--- src/hdl/pfa_pkg.sv ---
`timescale 1ns / 1ps
`default_nettype none
// ----------------------------------------------------------------------------
// pfa_pkg: shared types and constants for the page frame allocator
// Request/result payloads, operation and status codes, sequencer states.
// ----------------------------------------------------------------------------
package pfa_pkg;

    localparam int NUM_WORDS_DEF = 1024;
    localparam int WORD_BITS     = 32;
    localparam int WIU_W         = 11;

    localparam logic [WIU_W-1:0] WIU_RESET = 11'd1024;
    localparam logic [2:0]       REG_WIU_ADDR = 3'd0;

    typedef enum logic [1:0] {
        OP_ALLOC         = 2'd0,
        OP_FREE          = 2'd1,
        OP_RESERVE_RANGE = 2'd2,
        OP_FREE_RANGE    = 2'd3
    } t_op;

    typedef enum logic [1:0] {
        ST_OK        = 2'd0,
        ST_NONE_FREE = 2'd1,
        ST_RANGE     = 2'd2
    } t_status;

    typedef enum logic [2:0] {
        S_INIT,
        S_IDLE,
        S_READ,
        S_EVAL,
        S_DONE
    } t_state;

    typedef struct packed {
        logic [1:0]  operation;
        logic [14:0] page_first;
        logic [15:0] page_end;
    } t_in_item;

    typedef struct packed {
        logic [14:0] page_number;
        logic [1:0]  status;
    } t_out_item;

    // bit unit command: inclusive bit span of the range mask
    typedef struct packed {
        logic [4:0] lo;
        logic [4:0] hi;
    } t_bit_cmd;

    typedef struct packed {
        logic                 found;
        logic [4:0]           idx;
        logic [WORD_BITS-1:0] zbit;
        logic [WORD_BITS-1:0] mask;
    } t_bit_res;

endpackage
`default_nettype wire

--- src/hdl/pfa_bitunit.sv ---
`timescale 1ns / 1ps
`default_nettype none
// ----------------------------------------------------------------------------
// pfa_bitunit: shared bit unit of the sequencer
// Finds the lowest free bit of a bitmap word and builds range masks.
// ----------------------------------------------------------------------------
module pfa_bitunit (
    input  wire pfa_pkg::t_bit_cmd                i_cmd,
    input  wire logic [pfa_pkg::WORD_BITS-1:0]    i_word,
    output pfa_pkg::t_bit_res                     o_res
);

    logic [pfa_pkg::WORD_BITS-1:0] ones;
    logic [pfa_pkg::WORD_BITS-1:0] zbit;
    logic [4:0]                    idx;

    assign ones = '1;

    // isolate lowest clear bit
    assign zbit = ~i_word & (i_word + 32'd1);

    always_comb begin
        idx = '0;
        for (int i = 0; i < pfa_pkg::WORD_BITS; i++) begin
            if (zbit[i]) begin
                idx = 5'(i);
            end
        end
    end

    assign o_res.found = (i_word != ones);
    assign o_res.idx   = idx;
    assign o_res.zbit  = zbit;
    assign o_res.mask  = (ones << i_cmd.lo) & (ones >> (5'd31 - i_cmd.hi));

endmodule
`default_nettype wire

--- src/hdl/pfa_seq.sv ---
`timescale 1ns / 1ps
`default_nettype none
// ----------------------------------------------------------------------------
// pfa_seq: word-walking sequencer
// Fills the bitmap with ones after reset, then runs one request at a time over the
// bitmap words through the shared bit unit.
// ----------------------------------------------------------------------------
module pfa_seq #(
    parameter int NUM_WORDS = pfa_pkg::NUM_WORDS_DEF
) (
    input  wire logic                                   i_clk,
    input  wire logic                                   i_rst_n,
    input  wire logic                                   i_start,
    input  wire pfa_pkg::t_in_item                      i_req,
    input  wire logic [pfa_pkg::WIU_W-1:0]              i_wiu,
    input  wire logic                                   i_slot_free,
    output logic                                        o_busy,
    output logic                                        o_done,
    output pfa_pkg::t_out_item                          o_res,
    output logic                                        o_ram_we,
    output logic [((NUM_WORDS > 1) ? $clog2(NUM_WORDS) : 1)-1:0] o_ram_addr,
    output logic [pfa_pkg::WORD_BITS-1:0]               o_ram_wdata,
    input  wire logic [pfa_pkg::WORD_BITS-1:0]          i_ram_rdata
);

    localparam int AW = (NUM_WORDS > 1) ? $clog2(NUM_WORDS) : 1;
    localparam int CW = (AW + 6 > 17) ? AW + 6 : 17;
    localparam logic [CW-1:0] TOTAL_PAGES = CW'(NUM_WORDS * pfa_pkg::WORD_BITS);
    localparam logic [CW-1:0] WORDS_C     = CW'(NUM_WORDS);
    localparam logic [AW-1:0] LAST_WORD   = AW'(NUM_WORDS - 1);

    pfa_pkg::t_state  r_state, n_state;
    logic [AW-1:0]    r_word, n_word;
    logic [AW-1:0]    r_first_word, n_first_word;
    logic [AW-1:0]    r_last, n_last;
    logic [4:0]       r_lo, n_lo;
    logic [4:0]       r_hi, n_hi;
    pfa_pkg::t_op     r_op, n_op;
    logic [14:0]      r_page, n_page;
    pfa_pkg::t_status r_status, n_status;

    logic [CW-1:0]    first_c;
    logic [CW-1:0]    end_c;
    logic [CW-1:0]    end_m1;
    logic [CW-1:0]    limit;
    logic [CW-1:0]    limit_m1;
    logic [AW+4:0]    found_page;

    pfa_pkg::t_bit_cmd bit_cmd;
    pfa_pkg::t_bit_res bit_res;

    pfa_bitunit u_bitunit (
        .i_cmd  (bit_cmd),
        .i_word (i_ram_rdata),
        .o_res  (bit_res)
    );

    assign first_c    = CW'(i_req.page_first);
    assign end_c      = CW'(i_req.page_end);
    assign end_m1     = end_c - CW'(1);
    assign limit      = (CW'(i_wiu) > WORDS_C) ? WORDS_C : CW'(i_wiu);
    assign limit_m1   = limit - CW'(1);
    assign found_page = {r_word, bit_res.idx};

    // edge words use the request bit bounds, inner words the whole word
    assign bit_cmd.lo = (r_word == r_first_word) ? r_lo : 5'd0;
    assign bit_cmd.hi = (r_word == r_last) ? r_hi : 5'd31;

    always_ff @(posedge i_clk) begin
        if (!i_rst_n) begin
            r_state <= pfa_pkg::S_INIT;
            r_word  <= '0;
        end else begin
            r_state <= n_state;
            r_word  <= n_word;
        end
    end

    always_ff @(posedge i_clk) begin
        r_first_word <= n_first_word;
        r_last       <= n_last;
        r_lo         <= n_lo;
        r_hi         <= n_hi;
        r_op         <= n_op;
        r_page       <= n_page;
        r_status     <= n_status;
    end

    always_comb begin
        n_state      = r_state;
        n_word       = r_word;
        n_first_word = r_first_word;
        n_last       = r_last;
        n_lo         = r_lo;
        n_hi         = r_hi;
        n_op         = r_op;
        n_page       = r_page;
        n_status     = r_status;
        o_ram_we     = 1'b0;
        o_ram_addr   = r_word;
        o_ram_wdata  = i_ram_rdata;
        o_done       = 1'b0;

        unique case (r_state)
            pfa_pkg::S_INIT: begin
                o_ram_we    = 1'b1;
                o_ram_wdata = '1;
                if (r_word == LAST_WORD) begin
                    n_word  = '0;
                    n_state = pfa_pkg::S_IDLE;
                end else begin
                    n_word = r_word + AW'(1);
                end
            end
            pfa_pkg::S_IDLE: begin
                if (i_start) begin
                    n_op     = pfa_pkg::t_op'(i_req.operation);
                    n_page   = '0;
                    n_status = pfa_pkg::ST_OK;
                    unique case (pfa_pkg::t_op'(i_req.operation))
                        pfa_pkg::OP_ALLOC: begin
                            n_word       = '0;
                            n_first_word = '0;
                            n_last       = limit_m1[AW-1:0];
                            n_lo         = 5'd0;
                            n_hi         = 5'd31;
                            if (limit == '0) begin
                                n_status = pfa_pkg::ST_NONE_FREE;
                                n_state  = pfa_pkg::S_DONE;
                            end else begin
                                n_state = pfa_pkg::S_READ;
                            end
                        end
                        pfa_pkg::OP_FREE: begin
                            n_word       = first_c[AW+4:5];
                            n_first_word = first_c[AW+4:5];
                            n_last       = first_c[AW+4:5];
                            n_lo         = first_c[4:0];
                            n_hi         = first_c[4:0];
                            if (first_c >= TOTAL_PAGES) begin
                                n_status = pfa_pkg::ST_RANGE;
                                n_state  = pfa_pkg::S_DONE;
                            end else begin
                                n_state = pfa_pkg::S_READ;
                            end
                        end
                        default: begin
                            n_word       = first_c[AW+4:5];
                            n_first_word = first_c[AW+4:5];
                            n_last       = end_m1[AW+4:5];
                            n_lo         = first_c[4:0];
                            n_hi         = end_m1[4:0];
                            if (end_c <= first_c) begin
                                n_state = pfa_pkg::S_DONE;
                            end else if (end_c > TOTAL_PAGES) begin
                                n_status = pfa_pkg::ST_RANGE;
                                n_state  = pfa_pkg::S_DONE;
                            end else begin
                                n_state = pfa_pkg::S_READ;
                            end
                        end
                    endcase
                end
            end
            pfa_pkg::S_READ: begin
                n_state = pfa_pkg::S_EVAL;
            end
            pfa_pkg::S_EVAL: begin
                if (r_op == pfa_pkg::OP_ALLOC) begin
                    if (bit_res.found) begin
                        o_ram_we    = 1'b1;
                        o_ram_wdata = i_ram_rdata | bit_res.zbit;
                        n_page      = 15'(found_page);
                        n_state     = pfa_pkg::S_DONE;
                    end else if (r_word == r_last) begin
                        n_status = pfa_pkg::ST_NONE_FREE;
                        n_state  = pfa_pkg::S_DONE;
                    end else begin
                        n_word  = r_word + AW'(1);
                        n_state = pfa_pkg::S_READ;
                    end
                end else begin
                    o_ram_we = 1'b1;
                    if (r_op == pfa_pkg::OP_RESERVE_RANGE) begin
                        o_ram_wdata = i_ram_rdata | bit_res.mask;
                    end else begin
                        o_ram_wdata = i_ram_rdata & ~bit_res.mask;
                    end
                    if (r_word == r_last) begin
                        n_state = pfa_pkg::S_DONE;
                    end else begin
                        n_word  = r_word + AW'(1);
                        n_state = pfa_pkg::S_READ;
                    end
                end
            end
            pfa_pkg::S_DONE: begin
                if (i_slot_free) begin
                    o_done  = 1'b1;
                    n_state = pfa_pkg::S_IDLE;
                end
            end
            default: begin
                n_state = pfa_pkg::S_IDLE;
            end
        endcase
    end

    assign o_busy            = (r_state != pfa_pkg::S_IDLE);
    assign o_res.page_number = r_page;
    assign o_res.status      = r_status;

endmodule
`default_nettype wire

--- config.mk ---
export PLATFORM = sky130hd
export DESIGN_NAME = pfa_seq
export DESIGN_NICKNAME = d
export VERILOG_FILES = /design/src/hdl/pfa_pkg.sv /design/src/hdl/pfa_bitunit.sv /design/src/hdl/pfa_seq.sv
export SDC_FILE = /design/constraint.sdc
export NUM_CORES = 1
export LEC_CHECK = 0
export BUFFER_PORTS_ARGS = -buffer_cell sky130_fd_sc_hd__buf_2
export CORE_MARGIN = 5
export CORE_UTILIZATION = 50
export CTS_CLUSTER_DIAMETER = 50
export CTS_CLUSTER_SIZE = 28
export DETAILED_ROUTE_END_ITERATION = 8
export MAX_ROUTING_LAYER = met4
export PLACE_DENSITY = 0.9
export SLEW_MARGIN = 20
export SYNTH_ARGS = -nofsm -noshare
export SYNTH_HDL_FRONTEND = slang
export SYNTH_HIERARCHICAL = 1
export SYNTH_SLANG_ARGS = --single-unit
--- constraint.sdc ---
create_clock -name i_clk -period 3.6 [get_ports i_clk]
set_input_delay 0.36 -clock i_clk [delete_from_list [all_inputs] [get_ports i_clk]]
set_output_delay 0.36 -clock i_clk [all_outputs]
set_load 0.05 [all_outputs]
==> metrics.log, run 1 <==
[metrics] cell chain of the critical path: xor2_1 -> nor4_2 -> and3_2 -> nand2b_1 -> or2_2 -> o21ai_1 -> nor2_1 -> nand2_1 -> a21oi_1 -> o21ai_1 -> nand2_1 -> buf_2
[metrics] Placement Cell Area: 0.00711 sq mm
[metrics] aggregate global-route resource usage: 0.267
[metrics] Synthesized Nets: between 900 and 1,000
[metrics] post-route clock period utilization: 0.974
[metrics] placed cell count: 1,129
[metrics] clock tree from TritonCTS: yes
[metrics] clk_lat worst skew: 0.32 ns
[metrics] worst setup path start: o_ram_addr[5]
[metrics] starting density of the core: 0.513
[metrics] Critical Setup Path Class: flop to output pin
[metrics] Starting DRT DRC Count: 1,061
[metrics] nets: 1,070
[metrics] critical path's top delay family: simple AND/OR/NAND/NOR gates
[metrics] slew at the pin closest to its max-slew limit: 0.959 ns
[metrics] maximum net fanout on the critical path: 8
[metrics] run status: completed
[metrics] clock sink total: 62
[metrics] average wire per cell in the routed design: 17.5 um
[metrics] final-report setup violation count: 0
[metrics] net switching power of the design: 507 uW
[metrics] sw frac: 0.253
[metrics] total gr overflow: 0
[metrics] non-filler cells, final: 1,146
[metrics] count of buffer and inverter cells on the critical path: 1
[metrics] vias in the first global route: 6,128
[metrics] x dimension of the die: 121 um
[metrics] Req. time, crit path: 3.24 ns
[metrics] sequential element share of the synthesized area: 0.280
[metrics] core region area: between 0.01 and 0.015 sq mm
[metrics] clock tree buffer depth: 2
[metrics] number of nets still failing antenna checks after routing: 0
[metrics] DRT Pass-1 Iters: 6
[metrics] kind of end point of the critical path: output pin
[metrics] summed area of non-filler cells in the final layout: ~0.0075 sq mm
[metrics] share of flip-flops with an asynchronous set or reset: 0
[metrics] maximum vdd drop: 0.234 mV
[metrics] number of buffers created by CTS: 9
[metrics] worst reg2reg path startpoint: o_ram_addr[0]
[metrics] start point of the worst min-delay path: i_req[17]
[metrics] most common library cell in the layout ignoring fill and taps: sky130_fd_sc_hd__nand2_1
[metrics] share of total power in combinational logic: 0.147
[metrics] kind of start point of the critical path: flop
[metrics] setup clock skew after layout: between 0.007 and 0.008 ns
[metrics] most frequent cells in the layout: sky130_fd_sc_hd__nand2_1 (154), sky130_fd_sc_hd__buf_2 (140), sky130_fd_sc_hd__nor2_1 (68), sky130_fd_sc_hd__a21oi_1 (61), sky130_fd_sc_hd__edfxtp_1 (49)
[metrics] worst min-delay path class: input pin to flop
[metrics] cell area after synthesis: slightly above 0.006 sq mm
[metrics] number of rows in the core area: 40
[metrics] hold bufs inserted after CTS: 0
[metrics] Post-Route WL: 20,100 um
[metrics] final weighted congestion in routability-driven placement: roughly 1.0
[metrics] FF+latch count, synth: 62
[metrics] mean instance size in the synthesized netlist: 7.39 sq um
[metrics] share of power burned in registers: 0.389
[metrics] Ports: between 100 and 150
[metrics] number of antenna violations at the first check in global routing: 0
[metrics] buffer cell driving the clock tree root: sky130_fd_sc_hd__clkbuf_16
[metrics] Cell variety after synth: 72
[metrics] clock-pin slew on the worst setup and hold paths: around 0.050 ns
[metrics] Top FF cell, synth: sky130_fd_sc_hd__edfxtp_1
[metrics] Clock H-tree levels: 3
[metrics] total number of vias: 7,037
[metrics] area of the die: 0.0147 sq mm
[metrics] estimated wirelength of the detail-placed design: 15,200 um
[metrics] Crit path largest cell delay: 0.37 ns
[metrics] final routed DRC violation total: 0
[metrics] layout cell share with drive strength beyond 1: 0.242
[metrics] synthesized instance count: 838
[metrics] Clock Power Share: 0.464
[metrics] data arrival time of the critical path: 3.15 ns
[metrics] total number of yosys warnings: 6
[metrics] Peak Freq: about 0.29 GHz
[metrics] critical-path cell with the highest stage delay: sky130_fd_sc_hd__and3_2
[metrics] number of port buffers: 141
[metrics] max cap viols: 0
[metrics] number of max-slew violations in the final report: 0
[metrics] first-pass GRT wire length: around 31,000 um
[metrics] via-per-instance ratio: 6.14
[metrics] setup repair after global routing missed its margin: yes
[metrics] largest net degree at the start of global routing: 35
[metrics] layout overhead on the synthesized area: 21.4%
[metrics] clock period minus worst slack: approximately 3.5 ns
[metrics] power per cell area: 266 mW/mm^2
[metrics] number of synthesized flops with an enable pin: 49
[metrics] Chip Height: about 120 um
[metrics] end-of-flow core utilization: 0.623
[metrics] headroom to the max-slew limit: 0.354
[metrics] Cell Int Power: 1500 uW
[metrics] worst hold margin: ~0.38 ns
[metrics] static leakage power: 0.00312 uW
[metrics] endpoints failing hold: 0
==> synth_stat cells, drive strengths merged, types with 8 or more instances <==
library cell / number / area, sq um
nor2: 72 / 278
a31oi: 10 / 62.6
buf: 16 / 146
dfxtp: 13 / 260
and2: 21 / 134
nand3: 43 / 215
xor2: 18 / 158
ha: 18 / 225
nand2b: 12 / 82.6
a21o: 14 / 105
and3: 8 / 50.1
nand4: 12 / 96.3
clkbuf: 43 / 163
a221oi: 9 / 78.8
nand2: 154 / 578
nor4: 14 / 87.6
a211oi: 17 / 128
a21oi: 61 / 305
inv: 37 / 139
nor3: 25 / 125
o21ai: 51 / 255
edfxtp: 49 / 1470
mux2i: 9 / 90.1
xnor2: 20 / 175
==> through the flow <==
step	power [uW]	TNS [ns]	setup WS (ns)
3_5_place_dp	1080	0	0.165
6_report	2000	0	0.0919
3_3_place_gp	1070	0	0.206
5_1_grt	2070	-0.0927	-0.0485
2_1_floorplan	951	0	0.224
4_1_cts	2000	0	0.0286
==> power by group through the flow <==
stage	combinational [uW]	clock, uW	sequential (uW)
after floorplan	147	0	804
after global placement	278	0	793
after detailed placement	284	0	793
after CTS	287	938	779
after global routing	322	972	779
final	294	929	779
==> worst paths after layout <==
check             slack, ns               to  cells past startpoint
setup / recovery       0.09  o_ram_wdata[25]                     12
hold / removal         0.38          r_lo[1]                      3
setup reg to reg       0.97    o_ram_addr[9]                      7
hold reg to reg        0.68    o_ram_addr[1]                      3
==> kinds of logic after synthesis <==
kind of cell	synth area share
and+or+nand+nor	0.319
AOI/OAI and AO/OA	0.220
buffers and inverters	0.0752
DFF	0.280
xor gates and xnor gates	0.0537
adders and majority gates	0.0364
muxes	0.0164
==> what timing repair did <==
| item | 4_1_cts | 5_1_grt |
|---|---|---|
| resized for setup | 6 | 15 |
| setup endpoints to repair | 4 | 11 |
| setup buffers | 0 | 0 |
==> cell type report <==
cell class	count	area, sq um
diodes	1	2.50
multi-input cells	677	4080
clock buffers	9	225
inverters	39	150
repair buffers	183	1020
well taps	168	210
fillers	1052	4540
flip-flops and latches	62	1730
clock inverters	7	98.8
==> flip-flops by register name, indices dropped and copies added, names as in the netlist <==
signal and count:
o_ram_addr 10, r_first_word 10, r_hi 5, r_last 10
r_lo 5, r_op 2, r_page 15, r_state 3
r_status 2
==> worst reg2reg max path, stage by stage, from the launching register on <==
cell,delay [ns]
sky130_fd_sc_hd__dfxtp_1,0.41
sky130_fd_sc_hd__buf_4,0.19
sky130_fd_sc_hd__ha_1,0.21
sky130_fd_sc_hd__nand4_1,0.23
sky130_fd_sc_hd__o41ai_2,0.93
sky130_fd_sc_hd__o21ai_0,0.22
sky130_fd_sc_hd__a21oi_1,0.21
sky130_fd_sc_hd__o22ai_1,0.11
==> per-layer routing <==
metal  routed length [um]  up-vias  global-route usage
li1                     -     3283                   -
met1                 8250     3199               0.377
met2                 9080      511               0.401
met3                 2370       44              0.0457
met4                  402        0              0.0623
met5                    0        -                   -
Note: power is estimated with default switching activity, not from simulation.
==> run 2, diff against run 1 <==
Settings changed: ABC_AREA from default to 1, CORE_UTILIZATION 50 to 52, CTS_BUF_LIST from default to sky130_fd_sc_hd__clkbuf_8, GPL_TIMING_DRIVEN from default to 0, PLACE_DENSITY 0.9 to 0.92.
==> metrics.log, run 2 <==
[metrics] run status: completed
[metrics] clock tree from TritonCTS: yes
[metrics] post-route clock period utilization: 0.977
[metrics] number of nets still failing antenna checks after routing: 0
[metrics] estimated wirelength of the detail-placed design: 16,500 um
[metrics] max cap viols: 0
[metrics] Peak Freq: 0.284 GHz
[metrics] area of combinational cells with multiple inputs: 0.00404 sq mm
[metrics] most area-consuming cells after synthesis: sky130_fd_sc_hd__edfxtp_1 (23%), sky130_fd_sc_hd__nand2_1 (12%), sky130_fd_sc_hd__nor2_1 (9.0%)
[metrics] Total Neg Setup Slack: 0 ns
[metrics] x dimension of the die: 121 um
[metrics] count of buffer and inverter cells on the critical path: 5
[metrics] clock sink total: 62
[metrics] number of max-slew violations in the final report: 0
[metrics] kind of start point of the critical path: input pin
[metrics] number of port buffers: 140
[metrics] most common library cell in the layout ignoring fill and taps: sky130_fd_sc_hd__nand2_1
[metrics] aggregate global-route resource usage: 0.281
[metrics] headroom to the max-slew limit: 0.476
[metrics] vias in the first global route: about 6,700
[metrics] # fillers: approximately 1,100
[metrics] maximum net fanout on the critical path: 10
[metrics] worst min-delay path class: input pin to flop
[metrics] cell type with the highest aggregate area in the netlist: sky130_fd_sc_hd__edfxtp_1
[metrics] final weighted congestion in routability-driven placement: 1.02
[metrics] largest net degree at the start of global routing: 26
[metrics] Critical Setup Path Class: input pin to output pin
[metrics] power per cell area: 211 mW/mm^2
[metrics] average wire per cell in the routed design: around 16 um
[metrics] Top FF cell, synth: sky130_fd_sc_hd__edfxtp_1
[metrics] share of flip-flops with an asynchronous set or reset: 0
[metrics] sequential element share of the synthesized area: 0.272
[metrics] layout overhead on the synthesized area: 19.5%
[metrics] worst hold margin: 0.286 ns
[metrics] final routed DRC violation total: 0
[metrics] Starting DRT DRC Count: a little over 900
[metrics] cell area after synthesis: 0.00635 sq mm
[metrics] clock tree buffer depth: 2
[metrics] total number of yosys warnings: 6
[metrics] share of the synthesized area in the top cell type: 0.232
[metrics] setup repair after global routing missed its margin: yes
[metrics] Post-Route WL: 20,700 um
[metrics] Crit path largest cell delay: 0.21 ns
[metrics] critical path's top delay family: simple AND/OR/NAND/NOR gates
[metrics] starting density of the core: 0.529
[metrics] Chip Height: about 120 um
[metrics] critical-path cell with the highest stage delay: sky130_fd_sc_hd__buf_2
[metrics] via-per-instance ratio: 5.73
[metrics] cell with the most instances after synthesis: sky130_fd_sc_hd__nand2_1
[metrics] clock period minus worst slack: 3.52 ns
[metrics] final-report setup violation count: 0
[metrics] total gr overflow: 0
[metrics] mean instance size in the synthesized netlist: around 6.5 sq um
[metrics] pre-CTS worst setup slack: -0.0350 ns
[metrics] Req. time, crit path: 3.24 ns
[metrics] DRT Pass-1 Iters: 6
[metrics] kind of end point of the critical path: output pin
[metrics] FF+latch count, synth: slightly above 60
[metrics] hold bufs inserted after CTS: 0
[metrics] number of synthesized flops with an enable pin: 49
[metrics] Final WS setup: 0.0833 ns
[metrics] number of buffers created by CTS: 9
[metrics] buffer cell driving the clock tree root: sky130_fd_sc_hd__clkbuf_8
[metrics] layout cell share with drive strength beyond 1: 0.220
[metrics] Cell variety after synth: 54
[metrics] area of the die: 0.0145 sq mm
[metrics] cell chain of the critical path: buf_2 -> nand2_1 -> nor2_2 -> nand3_2 -> nor2_4 -> nand4_4 -> nor2_4 -> nand4_4 -> nor2_4 -> nand4_4 -> nor2_4 -> nand4_4 -> inv_1 -> nand4_1 -> buf_2 -> buf_4 -> nand2_1 -> a21oi_1 -> o21ai_0 -> nand2_1 -> buf_6
[metrics] Final Total Pwr: 1600 uW
[metrics] number of antenna violations at the first check in global routing: 1
[metrics] register containing the most flip-flops in the final layout: r_page
[metrics] core region area: between 0.01 and 0.015 sq mm
[metrics] nets: 1,240
[metrics] clock-pin slew on the worst setup and hold paths: ~0.06 ns
[metrics] Register Area: 0.00174 sq mm
[metrics] setup clock skew after layout: between 0.015 and 0.02 ns
[metrics] slew at the pin closest to its max-slew limit: 0.786 ns
[metrics] Ports: 142
[metrics] maximum vdd drop: 0.143 mV
[metrics] synthesized instance count: between 900 and 1,000
[metrics] most frequent cells in the layout: sky130_fd_sc_hd__nand2_1 (198), sky130_fd_sc_hd__buf_2 (151), sky130_fd_sc_hd__nor2_1 (142), sky130_fd_sc_hd__inv_1 (127), sky130_fd_sc_hd__o21ai_0 (72)
[metrics] endpoints failing hold: 0
[metrics] list of most frequent post-synthesis cells: sky130_fd_sc_hd__nand2_1 (198), sky130_fd_sc_hd__nor2_1 (153), sky130_fd_sc_hd__inv_1 (125), sky130_fd_sc_hd__o21ai_0 (80), sky130_fd_sc_hd__a21oi_1 (68)
[metrics] first-pass GRT wire length: 32,600 um
[metrics] Synthesized Nets: 1,083
[metrics] static leakage power: 0.00328 uW
[metrics] number of rows in the core area: 40
[metrics] data arrival time of the critical path: 3.16 ns
[metrics] max FFs per register: 15
[metrics] clk_lat worst skew: between 0.3 and 0.4 ns
[metrics] total number of vias: approximately 7,400
[metrics] Clock H-tree levels: 3
==> run 2: power breakdown <==
group | switching (uW) | internal (uW) | total [uW]
Sequential | 5.12 | 774 | 779
Combinational | 195 | 107 | 302
Clock | 282 | 240 | 521
Total | 482 | 1120 | 1600
==> run 2: what timing repair did <==
action,in CTS,in global routing
pin swaps,2,2
setup buffers,2,3
gates resized for setup,13,48
setup endpoints to repair,28,32
==> run 2: metrics by stage <==
stage | instances | area [sq um] | util
2_1_floorplan | 985 | 6350 | -
3_3_place_gp | 1272 | 7240 | 0.603
3_5_place_dp | 1273 | 7280 | 0.606
4_1_cts | 1291 | 7490 | 0.623
5_1_grt | 1295 | 7590 | 0.632
6_report | 1295 | 7590 | 0.632
==> run 2: routing by layer <==
| layer | vias to the layer above | track usage | wire length [um] |
|---|---|---|---|
| met2 | 425 | 0.421 | 8960 |
| met4 | 0 | 0.0899 | 531 |
| met1 | 3321 | 0.382 | 9010 |
| li1 | 3634 | - | - |
| met5 | - | - | 0 |
| met3 | 41 | 0.0566 | 2170 |
==> run 2: final cells by class <==
cell class,count,area share
Multi-Input combinational cell,751,0.532
Sequential cell,62,0.229
Timing Repair Buffer,146,0.102
Inverter,133,0.0658
Buffer,39,0.0255
Tap cell,147,0.0242
Clock buffer,9,0.0163
Clock inverter,7,0.00478
Antenna cell,1,0.000330
==> run 2: cell families (layout without fill, tap and decap cells) <==
logic type,count (synthesis),after routing,synth area share
compound gates,215,215,0.195
xor+xnor,19,19,0.0262
fa+ha+maj,18,18,0.0354
buf+inv,172,334,0.107
flops,62,62,0.272
other cells,0,1,0
simple gates,499,499,0.364
==> run 2: path summary, 6_finish.rpt <==
| kind | cells past startpoint | slack [ns] | to | start |
|---|---|---|---|---|
| setup / recovery | 21 | 0.08 | o_ram_wdata[28] | i_ram_rdata[4] |
| hold / removal | 1 | 0.29 | r_op[0] | i_req[31] |
| setup reg to reg | 6 | 1.21 | r_page[7] | r_op[0] |
| hold reg to reg | 2 | 0.67 | o_ram_addr[6] | o_ram_addr[6] |
==> run 3, diff against run 2 <==
--- a/config.mk
+++ b/config.mk
@@ -15,4 +15,5 @@
 export DETAILED_ROUTE_END_ITERATION = 8
 export GPL_TIMING_DRIVEN = 0
+export HOLD_SLACK_MARGIN = 0.12
 export MAX_ROUTING_LAYER = met4
 export PLACE_DENSITY = 0.92
==> constraint.sdc (replaced) <==
create_clock -name i_clk -period 3.6 [get_ports i_clk]
set_input_delay 0.36 -clock i_clk [delete_from_list [all_inputs] [get_ports i_clk]]
set_output_delay 0.36 -clock i_clk [all_outputs]
set_load 0.01 [all_outputs]
==> metrics.log, run 3 (synthesis gave the netlist of run 2 again) <==
[metrics] number of buffers created by CTS: 9
[metrics] buffer cell driving the clock tree root: sky130_fd_sc_hd__clkbuf_8
[metrics] vias in the first global route: 6,701
[metrics] average wire per cell in the routed design: 16.0 um
[metrics] setup clock skew after layout: 0.0180 ns
[metrics] end-of-flow core utilization: 0.629
[metrics] placed cell count: 1,273
[metrics] number of max-slew violations in the final report: 0
[metrics] run status: completed
[metrics] kind of end point of the critical path: output pin
[metrics] final routed DRC violation total: 0
[metrics] max cap viols: 0
[metrics] area of the die: between 0.01 and 0.015 sq mm
[metrics] Req. time, crit path: 3.24 ns
[metrics] clk_lat worst skew: 0.34 ns
[metrics] most frequent cells in the layout: sky130_fd_sc_hd__nand2_1 (198), sky130_fd_sc_hd__buf_2 (153), sky130_fd_sc_hd__nor2_1 (143), sky130_fd_sc_hd__inv_1 (127), sky130_fd_sc_hd__o21ai_0 (75)
[metrics] data arrival time of the critical path: 3.14 ns
[metrics] worst setup path start: i_ram_rdata[4]
[metrics] slew at the pin closest to its max-slew limit: a little under 0.8 ns
[metrics] total gr overflow: 0
[metrics] core region area: around 0.012 sq mm
[metrics] final weighted congestion in routability-driven placement: 1.02
[metrics] most common library cell in the layout ignoring fill and taps: sky130_fd_sc_hd__nand2_1
[metrics] kind of start point of the critical path: input pin
[metrics] clock sink total: 62
[metrics] x dimension of the die: 121 um
[metrics] power per cell area: 211 mW/mm^2
[metrics] Chip Height: 121 um
[metrics] worst hold margin: 0.281 ns
[metrics] Critical Setup Path Class: input pin to output pin
[metrics] layout cell share with drive strength beyond 1: 0.216
[metrics] maximum net fanout on the critical path: 10
[metrics] number of port buffers: 140
[metrics] Starting DRT DRC Count: 887
[metrics] clock-pin slew on the worst setup and hold paths: 0.06 ns
[metrics] Post-Route WL: 20,700 um
[metrics] Total Neg Setup Slack: 0 ns
[metrics] static leakage power: 0.00326 uW
[metrics] Clock H-tree levels: 3
[metrics] non-filler cells, final: 1,295
[metrics] max FFs per register: 15
[metrics] total number of vias: 7,425
[metrics] clock tree from TritonCTS: yes
[metrics] via-per-instance ratio: 5.73
[metrics] R2R cell count: 6
[metrics] worst reg2reg path startpoint: r_op[0]
[metrics] register containing the most flip-flops in the final layout: r_page
[metrics] R2R Path End: r_page[7]
[metrics] Ports: about 140
[metrics] aggregate global-route resource usage: 0.281
[metrics] nets: 1,240
[metrics] Final Total Pwr: around 1600 uW
[metrics] headroom to the max-slew limit: 0.479
[metrics] largest net degree at the start of global routing: 26
[metrics] Hold Crit Depth: 1
[metrics] final-report setup violation count: 0
[metrics] R2R setup slack: roughly 1.2 ns
[metrics] clock tree buffer depth: 2
[metrics] first-pass GRT wire length: 32,600 um
[metrics] maximum vdd drop: 0.142 mV
[metrics] number of rows in the core area: 40
[metrics] number of nets still failing antenna checks after routing: 0
[metrics] Peak Freq: around 0.29 GHz
[metrics] layout overhead on the synthesized area: 18.8%
[metrics] DRT Pass-1 Iters: 6
[metrics] # fillers: between 1,000 and 1,500
[metrics] clock period minus worst slack: ~3.5 ns
[metrics] number of antenna violations at the first check in global routing: 1
[metrics] end of the critical path: o_ram_wdata[28]
[metrics] endpoints failing hold: 0
[metrics] worst min-delay path class: input pin to flop
[metrics] estimated wirelength of the detail-placed design: 16,500 um
[metrics] setup repair after global routing missed its margin: yes
[metrics] hold bufs inserted after CTS: 0
[metrics] starting density of the core: 0.529
[metrics] post-route clock period utilization: 0.973
==> run 3: cell count changes in the layout (fill, tap and decap cells not counted), moves of 3 or more <==
cell / change
sky130_fd_sc_hd__o21ai_0: +3
sky130_fd_sc_hd__or2_4: -3
sky130_fd_sc_hd__or2_2: +3
sky130_fd_sc_hd__o21ai_1: -3
==> run 3: timing repair <==
item / CTS / global route
buffers inserted: 2 / 3
gates resized for setup: 11 / 30
endpoints found under the hold margin: 0 / 0
pin swaps: 2 / 3
setup endpoints to repair: 21 / 27
==> run 3: layout make-up <==
class,count,area (sq um),share of cell area
clock buffer,9,124,0.0164
inverter,133,499,0.0661
buffer,39,190,0.0252
clock inverter,7,36.3,0.00481
antenna,1,2.50,0.000331
multi-input combinational,751,4010,0.531
sequential,62,1740,0.231
timing repair buffer,146,766,0.101
tap,147,184,0.0244
==> run 3: layer usage <==
layer / vias up / part of all wire / GRT usage
met3: 43 / 0.11 / 0.0566
met1: 3299 / 0.43 / 0.382
li1: 3635 / - / -
met4: 0 / 0.026 / 0.0899
met5: - / 0 / -
met2: 448 / 0.43 / 0.421
==> run 3: report_power, final <==
group          switching (uW)  total, uW  internal [uW]
Clock                     280        520            240
Sequential               5.14        779            774
Combinational             185        292            107
Total                     471       1590           1120
==> run 3: worst min path at each step <==
stage / end / slack (ns) / start
after global placement: r_op[0] / 0.59 / i_req[31]
after global routing: r_op[0] / 0.27 / i_req[31]
final: r_op[0] / 0.28 / i_req[31]
after floorplan: r_op[0] / 0.46 / i_req[31]
after CTS: r_op[0] / 0.27 / i_req[31]
after detailed placement: r_op[0] / 0.61 / i_req[31]
==> run 3: critical path, stage by stage <==
cell	delay [ns]
sky130_fd_sc_hd__buf_2	0.12
sky130_fd_sc_hd__nand2_1	0.09
sky130_fd_sc_hd__nor2_2	0.15
sky130_fd_sc_hd__nand3_2	0.13
sky130_fd_sc_hd__nor2_4	0.13
sky130_fd_sc_hd__nand4_4	0.12
sky130_fd_sc_hd__nor2_4	0.14
sky130_fd_sc_hd__nand4_4	0.11
sky130_fd_sc_hd__nor2_4	0.13
sky130_fd_sc_hd__nand4_4	0.12
sky130_fd_sc_hd__nor2_4	0.18
sky130_fd_sc_hd__nand4_4	0.12
sky130_fd_sc_hd__inv_1	0.10
sky130_fd_sc_hd__nand4_1	0.07
sky130_fd_sc_hd__buf_2	0.20
sky130_fd_sc_hd__buf_4	0.20
sky130_fd_sc_hd__nand2_1	0.08
sky130_fd_sc_hd__a21oi_1	0.06
sky130_fd_sc_hd__o21ai_0	0.19
sky130_fd_sc_hd__nand2_1	0.14
sky130_fd_sc_hd__buf_2	0.18
==> run 3: metrics by stage <==
| stage | instance area [sq um] | setup slack (ns) |
|---|---|---|
| final | 7550 | 0.0956 |
| after global routing | 7550 | -0.0767 |
| after CTS | 7490 | 0.0107 |
| after detailed placement | 7280 | 0.0370 |
| after global placement | 7240 | -0.724 |
| after floorplan | 6350 | 0.170 |
